--- src/ann_pkg.sv ---
`timescale 1ns / 1ps
`default_nettype none

package ann_pkg;

    localparam int OP_W   = 4;
    localparam int DUR_W  = 16;
    localparam int LED_TW = 11;
    localparam int CNT_W  = 2;

    localparam logic [OP_W-1:0] OP_TICK     = 4'd0;
    localparam logic [OP_W-1:0] OP_READ_OK  = 4'd1;
    localparam logic [OP_W-1:0] OP_WRITE_OK = 4'd2;
    localparam logic [OP_W-1:0] OP_FAIL     = 4'd3;
    localparam logic [OP_W-1:0] OP_TAG      = 4'd4;
    localparam logic [OP_W-1:0] OP_SAVED    = 4'd5;
    localparam logic [OP_W-1:0] OP_DB_OK    = 4'd6;
    localparam logic [OP_W-1:0] OP_DB_FAIL  = 4'd7;
    localparam logic [OP_W-1:0] OP_BEEP     = 4'd8;
    localparam logic [OP_W-1:0] OP_GREEN    = 4'd9;
    localparam logic [OP_W-1:0] OP_RED      = 4'd10;
    localparam logic [OP_W-1:0] OP_ALL_OFF  = 4'd11;

    // beep times in ms
    localparam logic [DUR_W-1:0] T_SHORT_BEEP = 16'd100;
    localparam logic [DUR_W-1:0] T_LONG_BEEP  = 16'd500;
    localparam logic [DUR_W-1:0] T_CLICK      = 16'd50;
    localparam logic [DUR_W-1:0] T_GAP        = 16'd100;

    // LED timeouts in ms
    localparam logic [LED_TW-1:0] T_GREEN_READ  = 11'd1000;
    localparam logic [LED_TW-1:0] T_GREEN_WRITE = 11'd1500;
    localparam logic [LED_TW-1:0] T_RED_FAIL    = 11'd2000;
    localparam logic [LED_TW-1:0] T_GREEN_TAG   = 11'd200;
    localparam logic [LED_TW-1:0] T_GREEN_SAVED = 11'd500;

    // register indexes
    localparam logic REG_BEEP_ENABLE = 1'b0;
    localparam logic REG_BLOCK_READY = 1'b1;

    typedef struct packed {
        logic beep_enable;
        logic block_ready;
    } t_cfg;

    typedef struct packed {
        logic buzzer;
        logic green;
        logic red;
    } t_levels;

endpackage

`default_nettype wire

--- src/ann_regs.sv ---
`timescale 1ns / 1ps
`default_nettype none

module ann_regs
    import ann_pkg::*;
(
    input  wire logic        i_clk,
    input  wire logic        i_rst_n,
    input  wire logic        psel,
    input  wire logic        penable,
    input  wire logic        pwrite,
    input  wire logic [2:0]  paddr,
    input  wire logic [31:0] pwdata,
    output      logic [31:0] prdata,
    output      logic        pready,
    output      t_cfg        o_cfg
);

    logic r_beep_enable;
    logic r_block_ready;
    logic wr_en;
    logic reg_idx;

    assign pready  = 1'b1;
    assign wr_en   = psel && penable && pwrite;
    assign reg_idx = paddr[2];

    always_ff @(posedge i_clk) begin
        if (!i_rst_n) begin
            r_beep_enable <= 1'b1;
            r_block_ready <= 1'b0;
        end else if (wr_en) begin
            if (reg_idx == REG_BEEP_ENABLE) begin
                r_beep_enable <= pwdata[0];
            end else begin
                r_block_ready <= pwdata[0];
            end
        end
    end

    always_comb begin
        prdata = '0;
        if (reg_idx == REG_BEEP_ENABLE) begin
            prdata[0] = r_beep_enable;
        end else begin
            prdata[0] = r_block_ready;
        end
    end

    assign o_cfg.beep_enable = r_beep_enable;
    assign o_cfg.block_ready = r_block_ready;

endmodule

`default_nettype wire

--- src/ann_core.sv ---
`timescale 1ns / 1ps
`default_nettype none

module ann_core
    import ann_pkg::*;
(
    input  wire logic             i_clk,
    input  wire logic             i_rst_n,
    input  wire t_cfg             i_cfg,
    input  wire logic             i_fire,
    input  wire logic [OP_W-1:0]  i_op,
    input  wire logic [DUR_W-1:0] i_dur,
    input  wire logic             i_lvl,
    output      t_levels          o_levels
);

    logic [CNT_W-1:0]  r_beeps_left,  n_beeps_left;
    logic              r_phase_on,    n_phase_on;
    logic [DUR_W-1:0]  r_phase_rem,   n_phase_rem;
    logic [DUR_W-1:0]  r_on_time,     n_on_time;
    logic [DUR_W-1:0]  r_off_time,    n_off_time;
    logic              r_buzzer,      n_buzzer;
    logic              r_green,       n_green;
    logic              r_red,         n_red;
    logic [LED_TW-1:0] r_green_rem,   n_green_rem;
    logic              r_green_armed, n_green_armed;
    logic [LED_TW-1:0] r_red_rem,     n_red_rem;
    logic              r_red_armed,   n_red_armed;

    always_comb begin
        logic             pat_go;
        logic [CNT_W-1:0] pat_cnt;
        logic [DUR_W-1:0] pat_on;
        logic [DUR_W-1:0] pat_off;
        logic [DUR_W-1:0] dec_phase;
        logic [CNT_W-1:0] dec_beeps;

        n_beeps_left  = r_beeps_left;
        n_phase_on    = r_phase_on;
        n_phase_rem   = r_phase_rem;
        n_on_time     = r_on_time;
        n_off_time    = r_off_time;
        n_buzzer      = r_buzzer;
        n_green       = r_green;
        n_red         = r_red;
        n_green_rem   = r_green_rem;
        n_green_armed = r_green_armed;
        n_red_rem     = r_red_rem;
        n_red_armed   = r_red_armed;

        pat_go    = 1'b0;
        pat_cnt   = 2'd1;
        pat_on    = T_SHORT_BEEP;
        pat_off   = '0;
        dec_phase = (r_phase_rem != '0) ? r_phase_rem - 1'b1 : '0;
        dec_beeps = r_beeps_left - 1'b1;

        case (i_op)
            OP_TICK: begin
                if (i_cfg.block_ready) begin
                    if (r_beeps_left != '0) begin
                        n_phase_rem = dec_phase;
                        if (dec_phase == '0) begin
                            if (r_phase_on) begin
                                n_buzzer     = 1'b0;
                                n_phase_on   = 1'b0;
                                n_beeps_left = dec_beeps;
                                if (dec_beeps != '0) begin
                                    n_phase_rem = r_off_time;
                                end
                            end else begin
                                n_buzzer    = 1'b1;
                                n_phase_on  = 1'b1;
                                n_phase_rem = r_on_time;
                            end
                        end
                    end
                    if (r_green_armed) begin
                        if (r_green_rem != '0) begin
                            n_green_rem = r_green_rem - 1'b1;
                        end
                        if (r_green && n_green_rem == '0) begin
                            n_green       = 1'b0;
                            n_green_armed = 1'b0;
                        end
                    end
                    if (r_red_armed) begin
                        if (r_red_rem != '0) begin
                            n_red_rem = r_red_rem - 1'b1;
                        end
                        if (r_red && n_red_rem == '0) begin
                            n_red       = 1'b0;
                            n_red_armed = 1'b0;
                        end
                    end
                end
            end
            OP_READ_OK: begin
                pat_go        = 1'b1;
                n_green       = 1'b1;
                n_green_rem   = T_GREEN_READ;
                n_green_armed = 1'b1;
            end
            OP_WRITE_OK: begin
                pat_go        = 1'b1;
                pat_cnt       = 2'd2;
                pat_off       = T_GAP;
                n_green       = 1'b1;
                n_green_rem   = T_GREEN_WRITE;
                n_green_armed = 1'b1;
            end
            OP_FAIL, OP_DB_FAIL: begin
                pat_go      = 1'b1;
                pat_on      = T_LONG_BEEP;
                n_red       = 1'b1;
                n_red_rem   = T_RED_FAIL;
                n_red_armed = 1'b1;
            end
            OP_TAG: begin
                pat_go        = 1'b1;
                pat_on        = T_CLICK;
                n_green       = 1'b1;
                n_green_rem   = T_GREEN_TAG;
                n_green_armed = 1'b1;
            end
            OP_SAVED: begin
                pat_go        = 1'b1;
                n_green       = 1'b1;
                n_green_rem   = T_GREEN_SAVED;
                n_green_armed = 1'b1;
            end
            OP_DB_OK: begin
                pat_go        = 1'b1;
                pat_cnt       = 2'd2;
                pat_off       = T_GAP;
                n_green       = 1'b1;
                n_green_rem   = T_GREEN_READ;
                n_green_armed = 1'b1;
            end
            OP_BEEP: begin
                pat_go = 1'b1;
                pat_on = i_dur;
            end
            OP_GREEN: begin
                n_green = i_lvl;
            end
            OP_RED: begin
                n_red = i_lvl;
            end
            OP_ALL_OFF: begin
                n_buzzer      = 1'b0;
                n_green       = 1'b0;
                n_red         = 1'b0;
                n_beeps_left  = '0;
                n_green_armed = 1'b0;
                n_red_armed   = 1'b0;
            end
            default: begin
            end
        endcase

        // pattern start aborts whatever pattern is running
        if (pat_go && i_cfg.beep_enable && i_cfg.block_ready) begin
            n_beeps_left = pat_cnt;
            n_on_time    = pat_on;
            n_off_time   = pat_off;
            n_buzzer     = 1'b1;
            n_phase_on   = 1'b1;
            n_phase_rem  = pat_on;
        end
    end

    always_ff @(posedge i_clk) begin
        if (!i_rst_n) begin
            r_beeps_left  <= '0;
            r_phase_on    <= 1'b0;
            r_phase_rem   <= '0;
            r_on_time     <= '0;
            r_off_time    <= '0;
            r_buzzer      <= 1'b0;
            r_green       <= 1'b0;
            r_red         <= 1'b0;
            r_green_rem   <= '0;
            r_green_armed <= 1'b0;
            r_red_rem     <= '0;
            r_red_armed   <= 1'b0;
        end else if (i_fire) begin
            r_beeps_left  <= n_beeps_left;
            r_phase_on    <= n_phase_on;
            r_phase_rem   <= n_phase_rem;
            r_on_time     <= n_on_time;
            r_off_time    <= n_off_time;
            r_buzzer      <= n_buzzer;
            r_green       <= n_green;
            r_red         <= n_red;
            r_green_rem   <= n_green_rem;
            r_green_armed <= n_green_armed;
            r_red_rem     <= n_red_rem;
            r_red_armed   <= n_red_armed;
        end
    end

    assign o_levels.buzzer = r_buzzer;
    assign o_levels.green  = r_green;
    assign o_levels.red    = r_red;

    // buzzer only sounds inside a pattern
    a_buzz_in_pattern: assert property (@(posedge i_clk) disable iff (!i_rst_n)
        r_buzzer |-> r_beeps_left != '0)
        else $error("buzzer on with no beeps left");

    a_all_off: assert property (@(posedge i_clk) disable iff (!i_rst_n)
        i_fire && i_op == OP_ALL_OFF |=>
            !r_buzzer && !r_green && !r_red && r_beeps_left == '0
            && !r_green_armed && !r_red_armed)
        else $error("all-off left something active");

    a_tick_not_ready: assert property (@(posedge i_clk) disable iff (!i_rst_n)
        i_fire && i_op == OP_TICK && !i_cfg.block_ready |=>
            $stable(r_phase_rem) && $stable(r_green_rem) && $stable(r_red_rem)
            && $stable(r_beeps_left))
        else $error("tick changed counters while not ready");

    a_no_start_disabled: assert property (@(posedge i_clk) disable iff (!i_rst_n)
        i_fire && i_op == OP_BEEP && !i_cfg.beep_enable |=> $stable(r_beeps_left))
        else $error("beep started while disabled");

endmodule

`default_nettype wire

--- src/buzzer_led_pattern_annunciator.sv ---
`timescale 1ns / 1ps
`default_nettype none

// Path: an accepted transfer is captured in the input register, then goes
//   through the state update that also holds the drive levels and sets the result valid.
// Throughput: one item per cycle while the result output is not stalled; the state update sets the pace.
// Reset (i_rst_n low, synchronous): pipeline empty, all counters and levels zero,
//   beep_enable = 1, block_ready = 0.
module buzzer_led_pattern_annunciator
    import ann_pkg::*;
(
    input  wire logic             i_clk,
    input  wire logic             i_rst_n,

    // item input channel
    input  wire logic             i_in_valid,
    output      logic             o_in_stall,
    input  wire logic [OP_W-1:0]  i_opcode,
    input  wire logic [DUR_W-1:0] i_duration_ms,
    input  wire logic             i_led_level,

    // result output channel
    output      logic             o_out_valid,
    input  wire logic             i_out_stall,
    output      logic             o_buzzer,
    output      logic             o_green_led,
    output      logic             o_red_led,

    // register port
    input  wire logic             psel,
    input  wire logic             penable,
    input  wire logic             pwrite,
    input  wire logic [2:0]       paddr,
    input  wire logic [31:0]      pwdata,
    output      logic [31:0]      prdata,
    output      logic             pready
);

    // Stage 1: input register.
    logic             r_in_valid;
    logic [OP_W-1:0]  r_op;
    logic [DUR_W-1:0] r_dur;
    logic             r_lvl;

    // Stage 2: result valid; the payload is the core's level state itself,
    // which only moves when a result is launched into this stage.
    logic             r_out_valid;

    logic    out_free;   // result stage can take a new result this cycle
    logic    fire;       // stage 1 item goes through the state update
    logic    in_xfer;    // input transfer
    t_cfg    cfg;
    t_levels levels;

    assign out_free   = !r_out_valid || !i_out_stall;
    assign fire       = r_in_valid && out_free;
    assign o_in_stall = r_in_valid && !out_free;
    assign in_xfer    = i_in_valid && !o_in_stall;

    always_ff @(posedge i_clk) begin
        if (!i_rst_n) begin
            r_in_valid <= 1'b0;
        end else if (in_xfer) begin
            r_in_valid <= 1'b1;
        end else if (fire) begin
            r_in_valid <= 1'b0;
        end
    end

    always_ff @(posedge i_clk) begin
        if (in_xfer) begin
            r_op  <= i_opcode;
            r_dur <= i_duration_ms;
            r_lvl <= i_led_level;
        end
    end

    always_ff @(posedge i_clk) begin
        if (!i_rst_n) begin
            r_out_valid <= 1'b0;
        end else if (fire) begin
            r_out_valid <= 1'b1;
        end else if (!i_out_stall) begin
            r_out_valid <= 1'b0;
        end
    end

    ann_regs u_regs (
        .i_clk   (i_clk),
        .i_rst_n (i_rst_n),
        .psel    (psel),
        .penable (penable),
        .pwrite  (pwrite),
        .paddr   (paddr),
        .pwdata  (pwdata),
        .prdata  (prdata),
        .pready  (pready),
        .o_cfg   (cfg)
    );

    ann_core u_core (
        .i_clk    (i_clk),
        .i_rst_n  (i_rst_n),
        .i_cfg    (cfg),
        .i_fire   (fire),
        .i_op     (r_op),
        .i_dur    (r_dur),
        .i_lvl    (r_lvl),
        .o_levels (levels)
    );

    assign o_out_valid = r_out_valid;
    assign o_buzzer    = levels.buzzer;
    assign o_green_led = levels.green;
    assign o_red_led   = levels.red;

    // The level state must not move under a stalled result.
    a_hold_levels: assert property (@(posedge i_clk) disable iff (!i_rst_n)
        r_out_valid && i_out_stall |=> $stable(levels))
        else $error("levels changed under stalled result");

    a_stall_only_full: assert property (@(posedge i_clk) disable iff (!i_rst_n)
        o_in_stall |-> r_in_valid && r_out_valid && i_out_stall)
        else $error("input stalled without a full pipe");

    a_fire_makes_result: assert property (@(posedge i_clk) disable iff (!i_rst_n)
        fire |=> r_out_valid)
        else $error("item updated state but no result shown");

endmodule

`default_nettype wire
--- config.mk ---
export PLATFORM = sky130hd
export DESIGN_NAME = buzzer_led_pattern_annunciator
export DESIGN_NICKNAME = d
export VERILOG_FILES = /design/src/ann_pkg.sv /design/src/ann_regs.sv /design/src/ann_core.sv /design/src/buzzer_led_pattern_annunciator.sv
export SDC_FILE = /design/constraint.sdc
export NUM_CORES = 1
export LEC_CHECK = 0
export BUFFER_PORTS_ARGS = -buffer_cell sky130_fd_sc_hd__buf_4
export CAP_MARGIN = 20
export CORE_MARGIN = 2
export CORE_UTILIZATION = 60
export DETAILED_ROUTE_END_ITERATION = 7
export MAX_ROUTING_LAYER = met4
export PLACE_DENSITY = 0.86
export SKIP_LAST_GASP = 1
export SYNTH_ARGS = -nofsm -noshare
export SYNTH_HDL_FRONTEND = slang
export SYNTH_SLANG_ARGS = --single-unit
--- constraint.sdc ---
create_clock -name i_clk -period 7.8 [get_ports i_clk]
set_input_delay 1.56 -clock i_clk [delete_from_list [all_inputs] [get_ports i_clk]]
set_output_delay 1.56 -clock i_clk [all_outputs]
set_load 0.02 [all_outputs]
# --- Yosys cells after proc, flatten, opt, wreduce, memory -nomap -nowiden ---
# Index checks and enable logic that the tools add are counted.
totals:
  reg_bits: 103
  input_bits: 63
  output_inout_bits: 38
  elab_cells: 159
op_classes:
  add_sub_neg: 4
  n_eq_ne: 21
  n_mux: 61
  bitwise_logic: 1
  reduce_logical: 53
op_table:
  columns: ["op", "n"]
  rows:
  - ["$mux W11", 12]
  - ["$mux W16", 8]
  - ["$pmux W11 S5", 1]
  - ["$pmux W16 S3", 1]
  - ["$mux W1", 25]
  - ["$logic_not A11 Y1", 2]
  - ["$pmux W11 S2", 1]
  - ["$reduce_bool A11 Y1", 2]
  - ["$sub A11 B1 Y11 const B", 2]
  - ["$reduce_and A5 Y1", 4]
  - ["$eq A4 B3 Y1 const B", 4]
  - ["$eq A4 B4 Y1 const B", 4]
  - ["$logic_not A16 Y1", 1]
  - ["$reduce_bool A16 Y1", 1]
  - ["$reduce_bool A2 Y1", 8]
  - ["$sub A16 B1 Y16 const B", 1]
  - ["$mux W2", 6]
  - ["$reduce_and A4 Y1", 3]
  - ["$ne A2 B1 Y1 const B", 5]
  - ["$logic_and A1 B1 Y1", 9]
  - ["$ne A3 B1 Y1 const B", 3]
  - ["$reduce_bool A3 Y1", 3]
  - ["$eq A4 B2 Y1 const B", 2]
  - ["$pmux W1 S4", 2]
  - ["20 further kinds", 30]

# --- Logic depth before layout (Yosys ltp) ---
depth:
  word_depth: 11
  ltp_mapped: 11
  ltp_nobuf: 9

# --- By module ---
# Synthesis repeated with hierarchy kept, for this count alone.
unflattened:
  cells_unflattened: 682
  area_unflattened_um2: 5411.4
modules_own_cells:
  columns: ["module", "n_inst", "cells_per_inst", "area_per_inst_um2", "seq_area_each_um2"]
  rows:
  - ["ann_core", 1, 606, 4327.9, 1261.2]
  - ["buzzer_led_pattern_annunciator", 1, 29, 714.4, 670.6]
  - ["ann_regs", 1, 47, 369.1, 40.0]

# --- Least setup slack after synthesis ---
# Ideal clock, no wire load.
synth_timing:
  kind: "input to output"
  startpoint: "in paddr[2]"
  endpoint: "out prdata[0]"
  arrival_ps: 1925
  required_time_ps: 6240
  setup_slack_ps: 4315
  cell_stages: 1
  path_buffers: 0
  cell_sequence: "mux2_2"
synth_via:
  elab_chain_cells: 1
synth_rtl:
  columns: ["element", "line_no", "rtl"]
  rows:
  - ["from (decl)", "buzzer_led_pattern_annunciator.sv:33", "input wire logic [2:0] paddr,"]
  - ["$mux W1", "ann_regs.sv:43", "if (reg_idx == REG_BEEP_ENABLE) begin"]
  - ["to (decl)", "buzzer_led_pattern_annunciator.sv:35", "output logic [31:0] prdata,"]
# No other way between the ends.

# --- Final worst setup path ---
# Same ends and word-level chain as after synthesis.

==> Implementation_results.wiki <==
{| class="wikitable"
! Metric !! Value
|-
| MaxCap Viol Count || 0
|-
| Pin count of the biggest net entering global routing || between 40 and 50
|-
| Outcome || completed
|-
| Clock-pin slew of the registers on the worst-case setup and hold paths || 110 ps
|-
| Number of primary I/O pins || 101
|-
| Final Instance Count excl. Fillers || roughly 780
|-
| Half-perimeter wire length of the detailed placement result || 9130 µm
|-
| Clock insertion delay at the later pin of the skew report || around 360 ps
|-
| Number of clock buffers inserted by TritonCTS || 9
|-
| Psw || ~0.28 mW
|-
| Maximum fanout encountered on the critical timing path || 4
|-
| Power Density || approximately 160 nW/µm²
|-
| Total die area || approximately 9500 µm²
|-
| Starting density of the core || 0.611
|-
| Share of the yosys chip area belonging to registers || 0.376
|-
| Share of cells above drive strength 1 || 0.136
|-
| Leading post-synthesis cells by instance count || dfxtp_1 (67), nand2_1 (66), a21oi_1 (63)
|-
| Number of max-slew violations in the final report || 0
|-
| Initial DRC count || 396
|-
| Max_slew headroom || 0.410
|-
| Critical path class || in2out
|-
| Count of input and output buffers || 35
|-
| Number of synthesized flops with an enable pin || 21
|-
| Horizontal extent of the die || 97.5 µm
|-
| Total Wirelength || 13000 µm
|-
| Largest voltage drop on the vdd net || around 0.00012 V
|-
| Root cell of the clock tree || clkbuf_8
|-
| RSZ-0062 raised after global routing || no
|-
| Vertical die dimension || just under 100 µm
|-
| Mean area per synthesized cell || about 8 µm²
|-
| Setup violators final || 0
|-
| Filler cells || between 700 and 800
|-
| Part of the total power dissipated in the clock network || 0.342
|-
| Fraction of post-synthesis cell area in the top cell type by area || 0.256
|-
| Path class of the lowest-slack min-delay path || reg2reg
|-
| Number of antenna repair diodes || 0
|-
| Floorplan row count || 34
|-
| Worst clock skew || 12.3 ps
|-
| Startpoint type of the worst setup path || input port
|-
| Net switching fraction of the power || 0.301
|-
| Arrival time of the worst setup path || approximately 2100 ps
|-
| Number of levels in the clock H-tree || 3
|-
| Floorplan core area || around 8600 µm²
|-
| Overflow after GRT || 0
|-
| Number of antenna violations at the first check in global routing || 0
|-
| Total vias in the final route || 4891
|-
| Wire length of the first global-routing pass || between 20000 and 25000 µm
|-
| Count of distinct cell types in the synthesized netlist || 80
|-
| Minimum clock period after layout || roughly 3700 ps
|-
| Most common cell in the synthesized netlist || dfxtp_1
|-
| Area growth from synthesis to layout || 6.70%
|-
| Total global-route track usage || 0.278
|-
| Clock Sinks || 88
|-
| Final Hold Viols || 0
|-
| Setup bufs post-CTS || 0
|-
| Post-synth top flop || dfxtp_1
|-
| Total power consumption of the routed design || between 0.9 and 1 mW
|-
| Detail-routed via count per cell || ~6.3
|-
| Share of synthesized registers carrying an async set or reset || 0
|-
| Type of element capturing the critical path || output port
|-
| Share of power burned in registers || 0.533
|-
| Flip-flop and latch count after synthesis || 88
|-
| Hold buffer count at cts || 0
|-
| DRC violations left || 0
|-
| Final net count || ~740
|-
| Combinational share of power || 0.125
|-
| Placed cell area || roughly 5400 µm²
|-
| Post-synth top area cell || dfxtp_1
|-
| Highest achievable clock rate || ~270 MHz
|-
| Fin crit share || 0.474
|-
| Cell types with the largest area share after synthesis || dfxtp_1 (26%), edfxtp_1 (12%), a21oi_1 (6.0%), o21ai_0 (5.3%), buf_4 (4.9%)
|-
| Worst path required time || 6240 ps
|-
| Clock tree from TritonCTS || built
|-
| Aggregate negative setup slack || 0 ps
|-
| Post-cts repair resize count || 0
|-
| Post-synthesis instance area || between 5000 and 6000 µm²
|-
| Yosys warning total || 0
|-
| CTS Buffer Depth || 2
|-
| Design Area, Final || 5600 µm²
|-
| Length of the first detailed-routing pass in iterations || 5
|-
| Number of cells after detailed placement || 764
|-
| Routed length per placed instance || about 17 µm
|-
| Transition at the pin with the smallest max-transition slack || between 800 and 900 ps
|-
| Number of nets still failing antenna checks after routing || 0
|-
| Internal power of the cells || around 0.64 mW
|-
| Syn Inst Count || about 650
|-
| Vias in the first global route || about 4500
|-
| Routability cong. || 0.994
|-
| Pleak || between 2 and 2.5 nW
|}
## state kept, by name, indices dropped and copies added (netlist names), 2 cells and up
| register | cells |
|---|---|
| u_core.r_phase_rem | 16 |
| r_dur | 16 |
| u_core.r_red_rem | 11 |
| u_core.r_beeps_left | 2 |
| r_op | 4 |
| u_core.r_green_rem | 11 |
| u_core.r_on_time | 16 |
## power by group through the flow
stage               Sequential [mW]  Combinational [mW]  Clock (mW)
floorplan                     0.494              0.0975           0
global placement              0.501               0.109           0
detailed placement            0.502               0.112           0
CTS                           0.491               0.112       0.318
global route                  0.494               0.125       0.338
finish                        0.492               0.115       0.315
## cell type report
type | instances | area (µm²) | share of cell area
multi-input combinational | 509 | 2900 | 0.519
clock inverter | 7 | 68.8 | 0.0123
clock buffer | 9 | 124 | 0.0221
sequential | 88 | 1970 | 0.352
tap | 108 | 135 | 0.0241
inverter | 18 | 67.6 | 0.0121
timing repair buffer | 43 | 327 | 0.0583
## per-layer routing
metal / part of all wire / up-vias / track usage
met5: 0 / - / -
met4: 0.013 / 0 / 0.0673
met3: 0.077 / 18 / 0.0496
met2: 0.45 / 215 / 0.427
met1: 0.46 / 2322 / 0.385
li1: - / 2336 / -
## placed cells by master (no fill, tap or decap), types with 7 or more instances in the layout
cell and instances:
nand2b_1 7, or2_2 8, nor2b_1 8, o21ai_0 56
nor2_1 62, nand2_1 66, buf_4 41, xor2_1 7
a21oi_1 63, a31oi_1 9, nor3_1 24, clkbuf_8 9
conb_1 32, nor4_1 12, nand3_1 28, dfxtp_1 67
inv_1 18, edfxtp_1 21, nand4_1 12, xnor2_1 7
## worst max-delay path, stage by stage
cell    delay, ps
buf_4         100
mux2_2        320
buf_4         150
## logic make-up (layout without fill, tap and decap cells)
kind of cell,Yosys count,after routing,synth area share
XOR/XNOR,15,15,0.0265
AND/OR/NAND/NOR,267,267,0.258
flip-flops,88,88,0.376
adder cells (fa/ha/maj),6,6,0.0143
AO/OA/AOI/OAI,184,184,0.222
other,2,32,0.00143
multiplexers,5,5,0.0100
buffers and inverters,87,77,0.0925
## through the flow
step | setup slack, ps | util | hold WS (ps)
2_1_floorplan | 4320 | - | 432
3_3_place_gp | 4100 | 0.627 | 443
3_5_place_dp | 4080 | 0.627 | 447
4_1_cts | 4060 | 0.649 | 461
5_1_grt | 4020 | 0.651 | 475
6_report | 4100 | 0.651 | 462
## worst paths after layout
kind,depth (start not counted),endpoint,slack (ps),startpoint
worst max-delay path,3,prdata[0],4100,paddr[2]
worst min-delay path,2,u_core.r_on_time[14],460,u_core.r_on_time[14]
worst max register to register,8,u_core.r_phase_rem[13],4230,u_core.r_phase_rem[3]
worst min register to register,2,u_core.r_on_time[14],460,u_core.r_on_time[14]
No activity file was read; power rests on OpenSTA's default activity.
